File: config.mk
export PLATFORM = sky130hd
export DESIGN_NAME = nsd_div
export DESIGN_NICKNAME = d
export VERILOG_FILES = /design/src/sv/nsd_pkg.sv /design/src/sv/nsd_div.sv
export SDC_FILE = /design/constraint.sdc
export NUM_CORES = 1
export LEC_CHECK = 0
export BUFFER_PORTS_ARGS = -buffer_cell sky130_fd_sc_hd__buf_2
export CAP_MARGIN = 10
export CORE_MARGIN = 1.5
export CORE_UTILIZATION = 43
export CTS_CLUSTER_DIAMETER = 40
export DETAILED_ROUTE_END_ITERATION = 6
export GPL_ROUTABILITY_DRIVEN = 0
export PLACE_DENSITY = 0.66
export SLEW_MARGIN = 5
export SYNTH_ARGS = -nofsm -noshare
export SYNTH_HDL_FRONTEND = slang
export SYNTH_SLANG_ARGS = --single-unit
export TNS_END_PERCENT = 1
File: constraint.sdc
create_clock -name clk -period 7.4 [get_ports clk]
set_input_delay 1.11 -clock clk [delete_from_list [all_inputs] [get_ports clk]]
set_output_delay 1.11 -clock clk [all_outputs]
set_load 0.01 [all_outputs]
File: src/sv/nsd_pkg.sv
// Types, constants and codes shared by the second-derivative block.
`timescale 1ns / 1ps
package nsd_pkg;
	localparam int MAX_POINTS = 65536;
	localparam int FRACTION_BITS = 16;
	localparam int IDX_W = $clog2(MAX_POINTS);
	localparam int DATA_W = 32;
	localparam int NUM_W = 2 * DATA_W;
	localparam int DEN_W = DATA_W + 2;
	localparam int QUO_W = 63;
	localparam int CAP_W = 62;
	localparam int DIV_STEPS = NUM_W;
	localparam int STEP_W = $clog2(DIV_STEPS);
	localparam int SLOPE_SHIFT = 2 * FRACTION_BITS;

	localparam logic [IDX_W-1:0] LAST_IDX = IDX_W'(MAX_POINTS - 1);
	localparam logic [CAP_W-1:0] SLOPE_CAP = CAP_W'(1) << 61;
	localparam logic [CAP_W-1:0] TERM_CAP = CAP_W'(1) << 40;
	localparam logic [CAP_W-1:0] RES_CAP_POS = CAP_W'(32'h7FFF_FFFF);
	localparam logic [CAP_W-1:0] RES_CAP_NEG = CAP_W'(32'h8000_0000);

	localparam logic REG_BC_LEFT = 1'b0;
	localparam logic REG_BC_RIGHT = 1'b1;

	typedef enum logic [1:0] {
		BC_DIRICHLET = 2'd0,
		BC_NEUMANN   = 2'd1,
		BC_LINEAR    = 2'd2,
		BC_ZERO      = 2'd3
	} bc_t;

	typedef enum logic [1:0] {
		ST_OK   = 2'd0,
		ST_SAT  = 2'd1,
		ST_ZERO = 2'd2,
		ST_FEW  = 2'd3
	} status_t;

	typedef enum logic [1:0] {
		JOB_INT,
		JOB_LEFT,
		JOB_RIGHT
	} job_t;

	typedef enum logic [3:0] {
		S_IDLE,
		S_TP_GO0,
		S_TP_W0,
		S_TP_GO1,
		S_TP_W1,
		S_TP_GO2,
		S_TP_W2,
		S_EX_MUL,
		S_EX_GO,
		S_EX_W,
		S_EX_ADD,
		S_END,
		S_RES,
		S_EMIT_END,
		S_EMIT_INT,
		S_EMIT_FEW
	} state_t;

	typedef struct packed {
		logic             start;
		logic [NUM_W-1:0] num;
		logic [DEN_W-1:0] den;
		logic             neg;
		logic [CAP_W-1:0] cap;
	} div_req_t;

	typedef struct packed {
		logic                    done;
		logic signed [QUO_W-1:0] quo;
		logic                    sat;
	} div_rsp_t;
endpackage

File: src/sv/nsd_div.sv
// Shared restoring divider, one quotient bit a cycle, with magnitude clamp and sign.
`timescale 1ns / 1ps
module nsd_div import nsd_pkg::*; (
	input  logic     clk,
	input  logic     arst_n,
	input  div_req_t req,
	output div_rsp_t rsp
);
	logic              busy_q, fin_q;
	logic [STEP_W-1:0] cnt_q;
	logic [NUM_W-1:0]  num_q, quo_q;
	logic [DEN_W-1:0]  rem_q, den_q, rem_d;
	logic              neg_q;
	logic [CAP_W-1:0]  cap_q, qm;
	logic [DEN_W:0]    trial;
	logic              ge, over;

	assign trial = {rem_q, num_q[NUM_W-1]};
	assign ge = trial >= {1'b0, den_q};
	assign rem_d = ge ? DEN_W'(trial - {1'b0, den_q}) : trial[DEN_W-1:0];

	always_ff @(posedge clk or negedge arst_n) begin
		if (!arst_n) begin
			busy_q <= 1'b0;
			fin_q <= 1'b0;
			cnt_q <= '0;
		end else begin
			fin_q <= 1'b0;
			if (req.start) begin
				busy_q <= 1'b1;
				cnt_q <= '0;
			end else if (busy_q) begin
				cnt_q <= cnt_q + 1'b1;
				if (cnt_q == STEP_W'(DIV_STEPS - 1)) begin
					busy_q <= 1'b0;
					fin_q <= 1'b1;
				end
			end
		end
	end

	always_ff @(posedge clk) begin
		if (req.start) begin
			num_q <= req.num;
			rem_q <= '0;
			quo_q <= '0;
			den_q <= req.den;
			neg_q <= req.neg;
			cap_q <= req.cap;
		end else if (busy_q) begin
			num_q <= {num_q[NUM_W-2:0], 1'b0};
			rem_q <= rem_d;
			quo_q <= {quo_q[NUM_W-2:0], ge};
		end
	end

	assign over = quo_q > NUM_W'(cap_q);
	assign qm = over ? cap_q : quo_q[CAP_W-1:0];
	assign rsp.done = fin_q;
	assign rsp.sat = over;
	assign rsp.quo = neg_q ? -$signed({1'b0, qm}) : $signed({1'b0, qm});
endmodule

After elaboration in Yosys (flattened, before gate mapping)
Index checks and enable logic that the tools add are counted.
{"block": "totals", "reg_bits": 267, "in_bits": 164, "output_inout_bits": 65, "word_cells": 29}
{"block": "classes", "n_addsub": 3, "order_cmp": 2, "eq_ne": 1, "mux": 13, "n_reduce_logical": 1}
{"cell": "two-way mux 64 bit", "count": 2}
{"cell": "> comparator 64 x 62 -> 1 bit", "count": 1}
{"cell": "two-way mux 63 bit", "count": 1}
{"cell": "negator 62 -> 63 bit", "count": 1}
{"cell": "two-way mux 62 bit", "count": 1}
{"cell": ">= comparator 35 x 34 -> 1 bit", "count": 1}
{"cell": "two-way mux 34 bit", "count": 1}
{"cell": "subtractor 34 bit", "count": 1}
{"cell": "two-way mux 6 bit", "count": 2}
{"cell": "adder 6 x 1 -> 6 bit (second input constant)", "count": 1}
{"cell": "equality test 6 bit (second input constant)", "count": 1}
{"cell": "two-way mux 1 bit", "count": 6}
{"cell": "nonzero test 2 bit", "count": 1}

Longest topological paths before layout
Gate-level depths: netlist of the first run.
{"block": "logic_depth", "depth_word": 4, "ltp_mapped": 26, "depth_no_buf": 22}

Least setup slack after synthesis of the first run
OpenSTA, ideal clock, no wires.
{"block": "synth_path", "kind": "reg-to-output", "from": "register cap_q[55]", "to": "output port rsp[45] (netlist bit)", "arrival_ns": 5.532, "required_time_ns": 6.290, "setup_slack_ns": 0.758, "path_stages_with_launch": 27, "path_buffers": 4, "path_cell_list": "edfxtp_1 inv_1 ha_1 nand4_1 nor3_1 nand3_1 nor2_1 o41ai_1 nand3_1 and2_1 clkbuf_1 buf_2 buf_2 clkbuf_1 nor2_1 a21o_1 inv_2 ha_1 inv_1 nor4b_1 nand4b_4 or3_4 nor4b_4 nand3_1 mux2_4 o31ai_1 xor2_1"}
{"item": "from (decl)", "line_no": "nsd_div.sv:14", "text": "logic [CAP_W-1:0] cap_q, qm;"}
{"item": "from (signal assigned)", "line_no": "nsd_div.sv:49", "text": "cap_q <= req.cap;"}
{"item": "to (decl)", "line_no": "nsd_div.sv:7", "text": "output div_rsp_t rsp"}

==> flow_summary_export.csv, run 1 <==
group,metric,value,unit
logic_synthesis,postSynthAreaPerCell,9.825,µm²
worst_setup_path,critPathArrivalTime,5.82,ns
cells_and_area,postLayoutCoreUtil,0.5258,
timing,final.min_clock_period,6.934,ns
pwr,vdd_drop_max,258.3,µV
cells_and_area,design.final.nets,2144,
route,final_antenna_net_count,0,
worst_setup_path,critPathKind,"reg2out",
logic_synthesis,synth-simple-area-share,0.1620,
cells_and_area,finish.instance_area,19760,µm²
timing,timing.clock.skew,0.02483,ns
cts,tritoncts.num_buffers,48,
timing,worstMarginPinSlew,1.081,ns
global_routing,grt_first_pass_wirelength,69320,µm
logic_synthesis,synthAdderAreaFrac,0.07609,
timing,hold_violations,0,
logic_synthesis,synth_warnings,0,
logic_synthesis,netlist-cell-type-count,68,
logic_synthesis,register_area_share_after_synthesis,0.4272,
route,wl_per_cell,18.00,µm
timing,max_slew_margin,0.2752,
route,drt_pass1_iterations,5,
global_routing,number_of_antenna_violations_at_the_first_check_in_global_routing,9,
logic_synthesis,async_flop_share,0.02996,
floorplanning,starting_density,0.4359,
floorplanning,row_count,71,
global_routing,globalRouteTotalUtil,0.2222,
timing,timing.final.max_slew_violations,0,
logic_synthesis,synth_nets,1930,
placement,place.port_buffers,228,
timing,clock.fmax,144.2,MHz
worst_setup_path,critical_path.max_fanout,10,
pwr,reported_leakage_power,8.756,nW
cts,clock_path_buffers,3,
cts,clock-sinks,267,
cts,root_buffer_cell,"sky130_fd_sc_hd__clkbuf_16",
global_routing,globalRouteOverflowTotal,0,
cells_and_area,areaGrowthSynthToFinish,20.63,%
pwr,p_int,3.943,mW
pwr,power.sequential.fraction,0.321,
logic_synthesis,muxShareOfSynthArea,0.1419,
floorplanning,chipHeight,198.2,µm
timing,totalNegativeSetupSlack,0,ns
route,avgViaCountPerCell,5.514,
logic_synthesis,syn-cell-area,16380,µm²
cts,postCtsSetupBuffers,0,
timing,unrepaired_setup_endpoints_after_global_routing,"no",
logic_synthesis,synth_cells,1667,
cells_and_area,layout-drive-gt1-share,0.2099,
floorplanning,design.core.area,37580,µm²
worst_setup_path,critPathRequiredTime,6.29,ns
route,remaining_drc_errors,0,
route,dr.first_iter.drc_count,859,
logic_synthesis,synth_compound_gate_area_share,0.09893,
logic_synthesis,number_of_synthesized_flops_with_an_enable_pin,161,
logic_synthesis,number_of_synthesized_register_bits,267,
cts,cts_tree,"done",
pwr,p_switching,1.877,mW
floorplanning,fp.dieArea,39270,µm²
cts,clkLatencyLatePin,0.58,ns
cts,cts-htree-levels,2,
route,postRouteWirelength,43810,µm
global_routing,grt_start_max_net_pins,171,
cts,post_cts_resized,0,
pwr,powerDensity,294.6,nW/µm²
global_routing,vias_in_the_first_global_route,13191,
route,dr_total_vias,13422,
worst_setup_path,kind_of_end_point_of_the_critical_path,"output pin",
flow_run,cap_violations,0,
placement,dp.final_hpwl,31030,µm
pwr,swShare,0.3225,
pwr,clk_pwr_share,0.401,
timing,fin_crit_sh,0.9371,
worst_setup_path,startpoint_type,"flip-flop",
cts,cts-hold-fix-buffers,0,
cells_and_area,filler_cell_count,3420,
placement,placed_cell_area,17980,µm²
logic_synthesis,xor_xnor_share_of_the_synthesized_area,0.04973,
cts,path_clk_slew,0.06,ns
min_path,hp-class,"in2async",
logic_synthesis,synthFlopType,"sky130_fd_sc_hd__edfxtp_1",
logic_synthesis,synth_top_family_by_area,"simple AND/OR/NAND/NOR gates",
status,run_status,"completed",
pwr,pwr-share-comb,0.278,
timing,setup-violations-final,0,
floorplanning,io_pins,229,
floorplanning,die_w,198.2,µm
[layout make-up]
class,count,area [µm²],share of cell area
Clock buffer,54,1286,0.06510
Tap cell,511,639.4,0.03236
Inverter,115,431.7,0.02185
Clock inverter,35,437.9,0.02216
Timing Repair Buffer,237,1244,0.06295
Antenna cell,3,7.507,0.0003800
Multi-Input combinational cell,1212,8711,0.4409
Sequential cell,267,7000,0.3543
[cell usage in the layout (no fill, tap or decap), types with 6 or more instances in the layout]
cell / count
sky130_fd_sc_hd__a311oi_1: 28
sky130_fd_sc_hd__o21ai_0: 23
sky130_fd_sc_hd__buf_4: 7
sky130_fd_sc_hd__mux2i_1: 153
sky130_fd_sc_hd__dfrtp_1: 7
sky130_fd_sc_hd__nand3_1: 32
sky130_fd_sc_hd__o31ai_1: 16
sky130_fd_sc_hd__a211oi_1: 15
sky130_fd_sc_hd__nor2_1: 191
sky130_fd_sc_hd__nand2b_1: 12
sky130_fd_sc_hd__bufinv_16: 7
sky130_fd_sc_hd__nand2_1: 129
sky130_fd_sc_hd__ha_1: 98
sky130_fd_sc_hd__edfxtp_1: 161
sky130_fd_sc_hd__o21bai_1: 7
sky130_fd_sc_hd__inv_1: 112
sky130_fd_sc_hd__clkbuf_16: 50
sky130_fd_sc_hd__a21oi_1: 70
sky130_fd_sc_hd__clkinv_1: 6
sky130_fd_sc_hd__nor3_1: 41
sky130_fd_sc_hd__xor2_1: 53
sky130_fd_sc_hd__nand4_1: 33
sky130_fd_sc_hd__inv_6: 6
sky130_fd_sc_hd__a21o_1: 21
sky130_fd_sc_hd__and4_1: 6
sky130_fd_sc_hd__nor4_1: 36
sky130_fd_sc_hd__and3_1: 9
sky130_fd_sc_hd__o21ai_1: 19
sky130_fd_sc_hd__or4_1: 7
sky130_fd_sc_hd__buf_2: 227
sky130_fd_sc_hd__xnor2_1: 40
sky130_fd_sc_hd__or3_1: 24
sky130_fd_sc_hd__dfxtp_1: 98
sky130_fd_sc_hd__o21a_1: 12
sky130_fd_sc_hd__mux2_2: 67
[critical path: stages, from the launching register on]
cell	delay, ns
sky130_fd_sc_hd__edfxtp_1	0.45
sky130_fd_sc_hd__inv_1	0.10
sky130_fd_sc_hd__ha_1	0.30
sky130_fd_sc_hd__nand4_1	0.21
sky130_fd_sc_hd__nor4_4	0.38
sky130_fd_sc_hd__nand3_1	0.16
sky130_fd_sc_hd__nor2_1	0.17
sky130_fd_sc_hd__o41ai_1	0.11
sky130_fd_sc_hd__nand3_1	0.21
sky130_fd_sc_hd__and2_4	0.29
sky130_fd_sc_hd__mux2i_1	0.27
sky130_fd_sc_hd__ha_1	0.23
sky130_fd_sc_hd__inv_1	0.09
sky130_fd_sc_hd__nor4b_2	0.22
sky130_fd_sc_hd__buf_4	0.18
sky130_fd_sc_hd__nand4b_4	0.11
sky130_fd_sc_hd__or3_4	0.38
sky130_fd_sc_hd__nor4b_4	0.28
sky130_fd_sc_hd__nand3_1	0.10
sky130_fd_sc_hd__mux2_4	0.35
sky130_fd_sc_hd__o31ai_1	0.31
sky130_fd_sc_hd__xor2_1	0.18
sky130_fd_sc_hd__buf_2	0.15
[metal layers]
metal,GRT usage,share of wire,up-vias
met5,0,0.0016,-
met4,0.1023,0.036,12
met3,0.05570,0.079,115
met2,0.3617,0.47,477
met1,0.2766,0.41,6318
li1,-,-,6500
[metrics by stage]
step           setup slack [ns]  power, mW  hold WS [ns]  instances
3_3_place_gp             0.9775      3.477        0.4832       2342
2_1_floorplan            0.7582      2.997        0.4673       1667
4_1_cts                  0.1958      5.868        0.3463       2431
5_1_grt                 0.04456      6.139        0.3653       2432
6_report                 0.4657      5.820        0.3623       2434
3_5_place_dp             0.8711      3.496        0.4860       2342
[synth_stat cells (all sizes together), types with 8 or more instances]
library cell  number  area [µm²]
a211oi            15       112.6
a21o              21       157.7
a21oi             70       350.3
a311oi            28       245.2
and3               9       56.30
buf               27       120.1
clkbuf            46       172.7
dfrtp              8       200.2
dfxtp             98        1962
edfxtp           161        4835
ha                98        1226
inv              114       427.9
mux2              70       792.0
mux2i            153        1531
nand2            129       484.2
nand2b            12       75.07
nand3             32       160.2
nand4             33       206.5
nor2             191       716.9
nor3              43       215.2
nor4              38       237.7
o21a              12       90.09
o21ai             42       210.2
o31ai             17       127.6
or3               26       172.7
xnor2             40       350.3
xor2              53       464.2
[power by group through the flow]
stage / logic, mW / registers, mW / clock network, mW
after floorplan: 1.14 / 1.86 / 0
after global placement: 1.59 / 1.89 / 0
after detailed placement: 1.60 / 1.89 / 0
after CTS: 1.62 / 1.87 / 2.38
after global routing: 1.80 / 1.89 / 2.45
final: 1.62 / 1.87 / 2.33
[state kept, by name, indices dropped and copies added, names as in the netlist]
signal / flops
num_q: 64
busy_q: 1
cap_q: 62
den_q: 34
quo_q: 64
fin_q: 1
rem_q: 34
neg_q: 1
cnt_q: 6
[logic make-up (layout without fill, tap and decap cells)]
family / Yosys count / count (layout)
compound gates: 245 / 245
xor+xnor: 93 / 93
mux: 223 / 223
other cells: 0 / 3
buf+inv: 188 / 441
flops: 267 / 267
simple gates: 552 / 552
fa+ha+maj: 99 / 99
[final timing paths]
path                       startpoint         to  slack [ns]  cells past startpoint
max                         cap_q[58]    rsp[53]        0.47                     22
min                            arst_n   cnt_q[3]        0.36                      1
max reg2reg                  den_q[1]  rem_q[18]        2.90                     13
min reg2reg                 rem_q[30]  rem_q[31]        0.50                      2
max in group asynchronous      arst_n     busy_q        6.84                      1
min in group clk            rem_q[30]  rem_q[31]        0.50                      2
(Power assumes the default switching activity.)
==> inputs of run 2 (changes only) <==
--- a/config.mk
+++ b/config.mk
@@ -5,6 +5,7 @@
 export SDC_FILE = /design/constraint.sdc
 export NUM_CORES = 1
 export LEC_CHECK = 0
+export ABC_AREA = 1
 export BUFFER_PORTS_ARGS = -buffer_cell sky130_fd_sc_hd__buf_2
 export CAP_MARGIN = 10
 export CORE_MARGIN = 1.5
==> run 2 against run 1 <==
Global-route usage increased by 1.3 points; core utilization decreased by 0.90 points; non-clock buffer count increased by 2; worst hold slack got worse by 0.012 ns; largest cell class unchanged; largest power group unchanged.
==> flow_summary_export.csv, run 2 <==
group,metric,value,unit
cts,cts_tree,"done",
route,routed_wire_length_on_met2,20860,µm
pwr,p_int,3.821,mW
worst_setup_path,critical_path.max_fanout,76,
pwr,pwr-share-comb,0.308,
route,highest-signal-layer,"met5",
logic_synthesis,synth-simple-area-share,0.2920,
logic_synthesis,synthAdderAreaFrac,0.07407,
floorplanning,starting_density,0.4353,
logic_synthesis,xor_xnor_share_of_the_synthesized_area,0.03384,
worst_setup_path,critPathRequiredTime,6.29,ns
logic_synthesis,synth_cells,2275,
logic_synthesis,async_flop_share,0.02996,
route,postRouteWirelength,47850,µm
logic_synthesis,synth_warnings,0,
logic_synthesis,number_of_synthesized_register_bits,267,
timing,totalNegativeSetupSlack,0,ns
global_routing,number_of_antenna_violations_at_the_first_check_in_global_routing,8,
placement,place.port_buffers,228,
pwr,vdd_drop_max,192.3,µV
status,run_status,"completed",
cts,clkLatencyLatePin,0.59,ns
logic_synthesis,synth_nets,2538,
cells_and_area,areaGrowthSynthToFinish,18.71,%
logic_synthesis,netlist-cell-type-count,49,
logic_synthesis,muxShareOfSynthArea,0,
floorplanning,io_pins,229,
cts,cts-hold-fix-buffers,0,
logic_synthesis,ys_top_cells_by_count,"sky130_fd_sc_hd__nand2_1 (794), sky130_fd_sc_hd__inv_1 (302), sky130_fd_sc_hd__nor2_1 (177)",
cells_and_area,most_used_cells_in_the_layout_excluding_fill_and_tap_cells,"sky130_fd_sc_hd__nand2_1 (793), sky130_fd_sc_hd__inv_1 (301), sky130_fd_sc_hd__buf_2 (227)",
cts,clock_path_buffers,3,
cells_and_area,layout_top_registers,"num_q: 64 flops, quo_q: 64 flops, cap_q: 62 flops",
cells_and_area,seqCellArea,6997,µm²
route,dr.first_iter.drc_count,1233,
worst_setup_path,worst-r2r-cell-count,17,
cts,post_cts_resized,0,
pwr,powerDensity,294.1,nW/µm²
placement,pre_cts_ws,1.519,ns
cells_and_area,postLayoutCoreUtil,0.5168,
timing,timing.final.max_slew_violations,0,
global_routing,globalRouteTotalUtil,0.2355,
cells_and_area,layout-drive-gt1-share,0.1461,
timing,fin_worst_hold_slack,0.3504,ns
pwr,clk_pwr_share,0.384,
cells_and_area,layout.cells.most_common,"sky130_fd_sc_hd__nand2_1",
route,remaining_drc_errors,0,
cts,cts-htree-levels,2,
logic_synthesis,synth.top_cells.by_area,"sky130_fd_sc_hd__edfxtp_1 (29%), sky130_fd_sc_hd__nand2_1 (18%), sky130_fd_sc_hd__dfxtp_1 (12%)",
pwr,swShare,0.3494,
cts,tritoncts.num_buffers,48,
global_routing,grt_first_pass_wirelength,76630,µm
route,dr_total_vias,15687,
cts,clock-sinks,267,
logic_synthesis,synth_most_common_cell,"sky130_fd_sc_hd__nand2_1",
global_routing,grt_start_max_net_pins,83,
pwr,p_switching,2.052,mW
worst_setup_path,kind_of_end_point_of_the_critical_path,"output pin",
cts,root_buffer_cell,"sky130_fd_sc_hd__clkbuf_16",
logic_synthesis,number_of_synthesized_flops_with_an_enable_pin,161,
route,avgViaCountPerCell,5.152,
cts,postCtsSetupBuffers,0,
global_routing,vias_in_the_first_global_route,15073,
logic_synthesis,synth_compound_gate_area_share,0.09125,
route,wl_per_cell,15.71,µm
route,met3_wirelength,4383,µm
timing,clock.fmax,151.6,MHz
logic_synthesis,synth_largest_type_area_fraction,0.2874,
timing,max_slew_margin,0.3194,
timing,setup-violations-final,0,
global_routing,globalRouteOverflowTotal,0,
cells_and_area,multiInputGateArea,8273,µm²
worst_setup_path,startpoint_type,"flip-flop",
logic_synthesis,register_area_share_after_synthesis,0.4159,
timing,hold_violations,0,
route,m1WireLength,20870,µm
timing,unrepaired_setup_endpoints_after_global_routing,"no",
route,final_antenna_net_count,0,
logic_synthesis,synth.largest_area_cell,"sky130_fd_sc_hd__edfxtp_1",
timing,final.min_clock_period,6.596,ns
worst_setup_path,worst-r2r-setup-slack,4.02,ns
logic_synthesis,synth_top_family_by_area,"simple AND/OR/NAND/NOR gates",
floorplanning,design.core.area,38650,µm²
min_path,hp-class,"in2async",
floorplanning,row_count,72,
placement,dp.final_hpwl,35240,µm
logic_synthesis,syn-cell-area,16820,µm²
floorplanning,fp.dieArea,40320,µm²
worst_setup_path,critPathArrivalTime,5.49,ns
floorplanning,die_w,200.8,µm
floorplanning,chipHeight,200.8,µm
pwr,reported_leakage_power,10.64,nW
worst_setup_path,crit_reg_reg_endpoint,"rem_q[32]",
timing,fin_crit_sh,0.8914,
flow_run,cap_violations,0,
logic_synthesis,postSynthAreaPerCell,7.396,µm²
worst_setup_path,reg_to_reg_start,"num_q[63]",
pwr,power.sequential.fraction,0.309,
timing,timing.clock.skew,0.02654,ns
timing,worstMarginPinSlew,1.020,ns
cells_and_area,filler_cell_count,3723,
worst_setup_path,critPathKind,"reg2out",
timing,final_worst_path_setup_slack,0.8036,ns
logic_synthesis,synthFlopType,"sky130_fd_sc_hd__edfxtp_1",
pwr,p_total,5.873,mW
cells_and_area,design.final.nets,2749,
route,drt_pass1_iterations,7,
cts,path_clk_slew,0.05,ns
-- run 2: power by group through the flow --
| stage | Clock, mW | Sequential [mW] | Combinational (mW) |
|---|---|---|---|
| after floorplan | 0 | 1.82 | 1.22 |
| after global routing | 2.37 | 1.83 | 2.01 |
| after detailed placement | 0 | 1.84 | 1.78 |
| final | 2.25 | 1.81 | 1.81 |
| after global placement | 0 | 1.84 | 1.76 |
| after CTS | 2.31 | 1.81 | 1.79 |
-- run 2: logic make-up after synthesis --
family | after synthesis
compound gates | 262
xor+xnor | 65
fa+ha+maj | 99
buf+inv | 388
flops | 267
simple gates | 1194
-- run 2: critical path, cell delays in order, from the launching register on --
cell,delay [ns]
sky130_fd_sc_hd__edfxtp_1,0.42
sky130_fd_sc_hd__inv_1,0.11
sky130_fd_sc_hd__ha_1,0.25
sky130_fd_sc_hd__nand2_1,0.07
sky130_fd_sc_hd__nand2_1,0.05
sky130_fd_sc_hd__nand3_1,0.06
sky130_fd_sc_hd__nand2_1,0.07
sky130_fd_sc_hd__nand2_1,0.06
sky130_fd_sc_hd__nand2_1,0.05
sky130_fd_sc_hd__nand2_1,0.06
sky130_fd_sc_hd__nand2_1,0.07
sky130_fd_sc_hd__a21oi_1,0.39
sky130_fd_sc_hd__nand2_4,0.56
sky130_fd_sc_hd__nand2_4,0.60
sky130_fd_sc_hd__buf_4,0.49
sky130_fd_sc_hd__nand2_1,0.13
sky130_fd_sc_hd__nand2_1,0.21
sky130_fd_sc_hd__nand2_1,0.10
sky130_fd_sc_hd__inv_1,0.08
sky130_fd_sc_hd__nand2_1,0.08
sky130_fd_sc_hd__nor2_1,0.15
sky130_fd_sc_hd__nand2_1,0.07
sky130_fd_sc_hd__nand2_1,0.13
sky130_fd_sc_hd__nand2_1,0.12
sky130_fd_sc_hd__xnor2_1,0.29
sky130_fd_sc_hd__buf_2,0.20
-- run 2: area by class of cell --
| cell class | instances | area share |
|---|---|---|
| repair buffers | 239 | 0.06158 |
| flip-flops and latches | 267 | 0.3503 |
| well taps | 518 | 0.03245 |
| diodes | 2 | 0.0002506 |
| clock buffers | 55 | 0.06196 |
| clock inverters | 34 | 0.02092 |
| inverters | 310 | 0.05832 |
| multi-input cells | 1620 | 0.4142 |
-- run 2: worst max-delay path by stage --
stage / slack, ns / cells after the start / startpoint / end
floorplan: 3.51 / 4 / req[161] / num_q[0]
global placement: 1.56 / 25 / cap_q[33] / rsp[37]
detailed placement: 1.52 / 23 / cap_q[35] / rsp[37]
CTS: 0.87 / 23 / cap_q[35] / rsp[37]
global route: 0.42 / 25 / cap_q[33] / rsp[52]
finish: 0.80 / 25 / cap_q[33] / rsp[37]
-- run 2: stage by stage --
step | instances | instance area [µm²]
floorplan | 2275 | 16820
global route | 3043 | 19970
global placement | 2954 | 18310
finish | 3045 | 19970
CTS | 3043 | 19970
detailed placement | 2954 | 18310
-- run 2: routing by layer --
layer	up-vias	track usage
li1	7803	-
met1	7086	0.3125
met2	668	0.3707
met3	118	0.05406
met4	12	0.09721
met5	-	0
==> inputs of run 3 (changes only) <==
==> constraint.sdc (replaced) <==
create_clock -name clk -period 7.4 [get_ports clk]
set_input_delay 1.85 -clock clk [delete_from_list [all_inputs] [get_ports clk]]
set_output_delay 1.85 -clock clk [all_outputs]
set_load 0.01 [all_outputs]
==> run 3 against run 2 <==
Total power rose by 2.7%; wire length increased by 1.4%; die area unchanged; first-iteration DRC count is 0.73% higher; sequential share of layout area decreased by 0.23 points; non-clock buffer count grew 1; cell count is 0.16% higher; flip-flop and latch count unchanged; worst hold slack better by 0.14 ns; clock power grew 7%; via count grew 0.40%; largest power group unchanged; highest routed layer unchanged.
==> flow_summary_export.csv, run 3 (synthesized netlist as in run 2, its figures left out) <==
group,metric,value,unit
floorplanning,io_pins,229,
placement,placed_instances,2955,
worst_setup_path,startpoint_type,"flip-flop",
global_routing,groute.layer.met2.usage,0.3699,
cells_and_area,postLayoutCoreUtil,0.5202,
global_routing,globalRouteOverflowTotal,0,
worst_setup_path,kind_of_end_point_of_the_critical_path,"output pin",
route,dr_total_vias,15750,
cells_and_area,design.final.nets,2752,
timing,clock.fmax,149.6,MHz
timing,timing.final.max_slew_violations,0,
route,final_antenna_net_count,0,
cts,cts-htree-levels,2,
timing,fin_worst_hold_slack,0.4884,ns
cells_and_area,post_layout_nonfiller_instances,3050,
cells_and_area,layout_top_registers,"num_q: 64 flops, quo_q: 64 flops, cap_q: 62 flops",
floorplanning,starting_density,0.4353,
pwr,vdd_drop_max,202.6,µV
cts,post_cts_resized,0,
global_routing,number_of_antenna_violations_at_the_first_check_in_global_routing,7,
min_path,hp-class,"reg2reg",
route,avgViaCountPerCell,5.164,
worst_setup_path,crit_path_cell_trace,"inv_1, ha_1, a21oi_1, nand2_1, nand2_1, nand2_1, nand2_1, nand2_1, a21oi_1, nand2_4, nand2_4, buf_4, nand2_1, nand2_1, nand2_1, inv_1, nand2_1, nor2_1, nand2_1, nand2_1, nand2_1, xnor2_1, buf_2",
floorplanning,fp.dieArea,40320,µm²
timing,setup-violations-final,0,
global_routing,vias_in_the_first_global_route,15115,
global_routing,grt_start_max_net_pins,83,
floorplanning,chipHeight,200.8,µm
cells_and_area,layout.cells.most_common,"sky130_fd_sc_hd__nand2_1",
placement,place.port_buffers,228,
global_routing,globalRoute.busiestLayer,"met2",
floorplanning,row_count,72,
cts,postCtsSetupBuffers,0,
route,dr.first_iter.drc_count,1242,
flow_run,cap_violations,0,
timing,unrepaired_setup_endpoints_after_global_routing,"no",
pwr,p_total,6.032,mW
worst_setup_path,critPathArrivalTime,4.84,ns
cells_and_area,areaGrowthSynthToFinish,19.49,%
floorplanning,die_w,200.8,µm
global_routing,grt_first_pass_wirelength,76920,µm
cts,root_buffer_cell,"sky130_fd_sc_hd__clkbuf_16",
cts,clkLatencyLatePin,0.60,ns
route,remaining_drc_errors,0,
cts,cts-hold-fix-buffers,0,
route,postRouteWirelength,48510,µm
timing,final.min_clock_period,6.685,ns
cts,cts_tree,"done",
route,drt_pass1_iterations,6,
worst_setup_path,worst_path_most_repeated_cell,"sky130_fd_sc_hd__nand2_1",
cts,clock_path_buffers,3,
placement,dp.final_hpwl,35540,µm
cells_and_area,most_used_cells_in_the_layout_excluding_fill_and_tap_cells,"sky130_fd_sc_hd__nand2_1 (793), sky130_fd_sc_hd__inv_1 (301), sky130_fd_sc_hd__buf_2 (227)",
pwr,powerDensity,300.1,nW/µm²
worst_setup_path,critical_path.max_stage_delay,0.47,ns
route,wl_per_cell,15.90,µm
status,run_status,"completed",
global_routing,use_met3,0.06883,
cells_and_area,layout-drive-gt1-share,0.1482,
worst_setup_path,critPathRequiredTime,5.55,ns
worst_setup_path,critPathKind,"reg2out",
floorplanning,design.core.area,38650,µm²
global_routing,use_met1,0.3076,
timing,timing.clock.skew,0.03003,ns
timing,totalNegativeSetupSlack,0,ns
cts,tritoncts.num_buffers,50,
pwr,reported_leakage_power,10.70,nW
cts,path_clk_slew,0.06,ns
global_routing,globalRouteTotalUtil,0.2376,
cts,clock-sinks,267,
timing,worstMarginPinSlew,1.030,ns
worst_setup_path,critical_path.max_fanout,44,
cells_and_area,filler_cell_count,3713,
timing,max_slew_margin,0.3129,
timing,hold_violations,0,
worst_setup_path,cp_slowest_cell,"sky130_fd_sc_hd__buf_4",
timing,fin_crit_sh,0.9034,
[run 3: power by group]
part           internal [mW]  total, mW  switching, mW
combinational          0.635       1.82           1.19
clock                   1.56       2.40          0.840
sequential              1.73       1.81         0.0806
total                   3.92       6.03           2.11
[run 3: critical path, delay by kind of cell (launching register included)]
| family | cells | cell delay, ns |
|---|---|---|
| AO/OA/AOI/OAI | 2 | 0.54 |
| XOR/XNOR | 1 | 0.35 |
| adder cells (fa/ha/maj) | 1 | 0.26 |
| AND/OR/NAND/NOR | 15 | 1.78 |
| flip-flops | 1 | 0.41 |
| buffers and inverters | 4 | 0.86 |
[run 3: layout make-up]
type,instances,area [µm²],share of cell area
Clock inverter,32,434.2,0.02160
Tap cell,518,648.1,0.03224
Clock buffer,62,1348,0.06703
Inverter,310,1165,0.05794
Multi-Input combinational cell,1620,8273,0.4115
Sequential cell,267,6997,0.3480
Antenna cell,1,2.502,0.0001245
Timing Repair Buffer,240,1237,0.06155
[run 3: routing by layer]
| metal | vias up | routed length (µm) |
|---|---|---|
| li1 | 7806 | - |
| met1 | 7133 | 21040 |
| met2 | 670 | 21090 |
| met3 | 129 | 4382 |
| met4 | 12 | 1912 |
| met5 | - | 88 |
[run 3: path summary, 6_finish.rpt]
| check | from | cells past startpoint | to | slack [ns] |
|---|---|---|---|---|
| max | cap_q[35] | 23 | rsp[37] | 0.71 |
| min | rem_q[13] | 2 | rem_q[13] | 0.49 |
| max reg2reg | den_q[0] | 16 | rem_q[32] | 3.99 |
| min reg2reg | rem_q[13] | 2 | rem_q[13] | 0.49 |
| max in group asynchronous | arst_n | 1 | cnt_q[3] | 6.13 |
| min in group asynchronous | arst_n | 1 | cnt_q[0] | 1.09 |
[run 3: stage by stage]
stage / instance area [µm²] / setup slack [ns]
final: 20100 / 0.7148
after global routing: 20100 / 0.4918
after CTS: 20100 / 0.7999
after detailed placement: 18320 / 1.489
after global placement: 18320 / 1.525
after floorplan: 16820 / 2.770
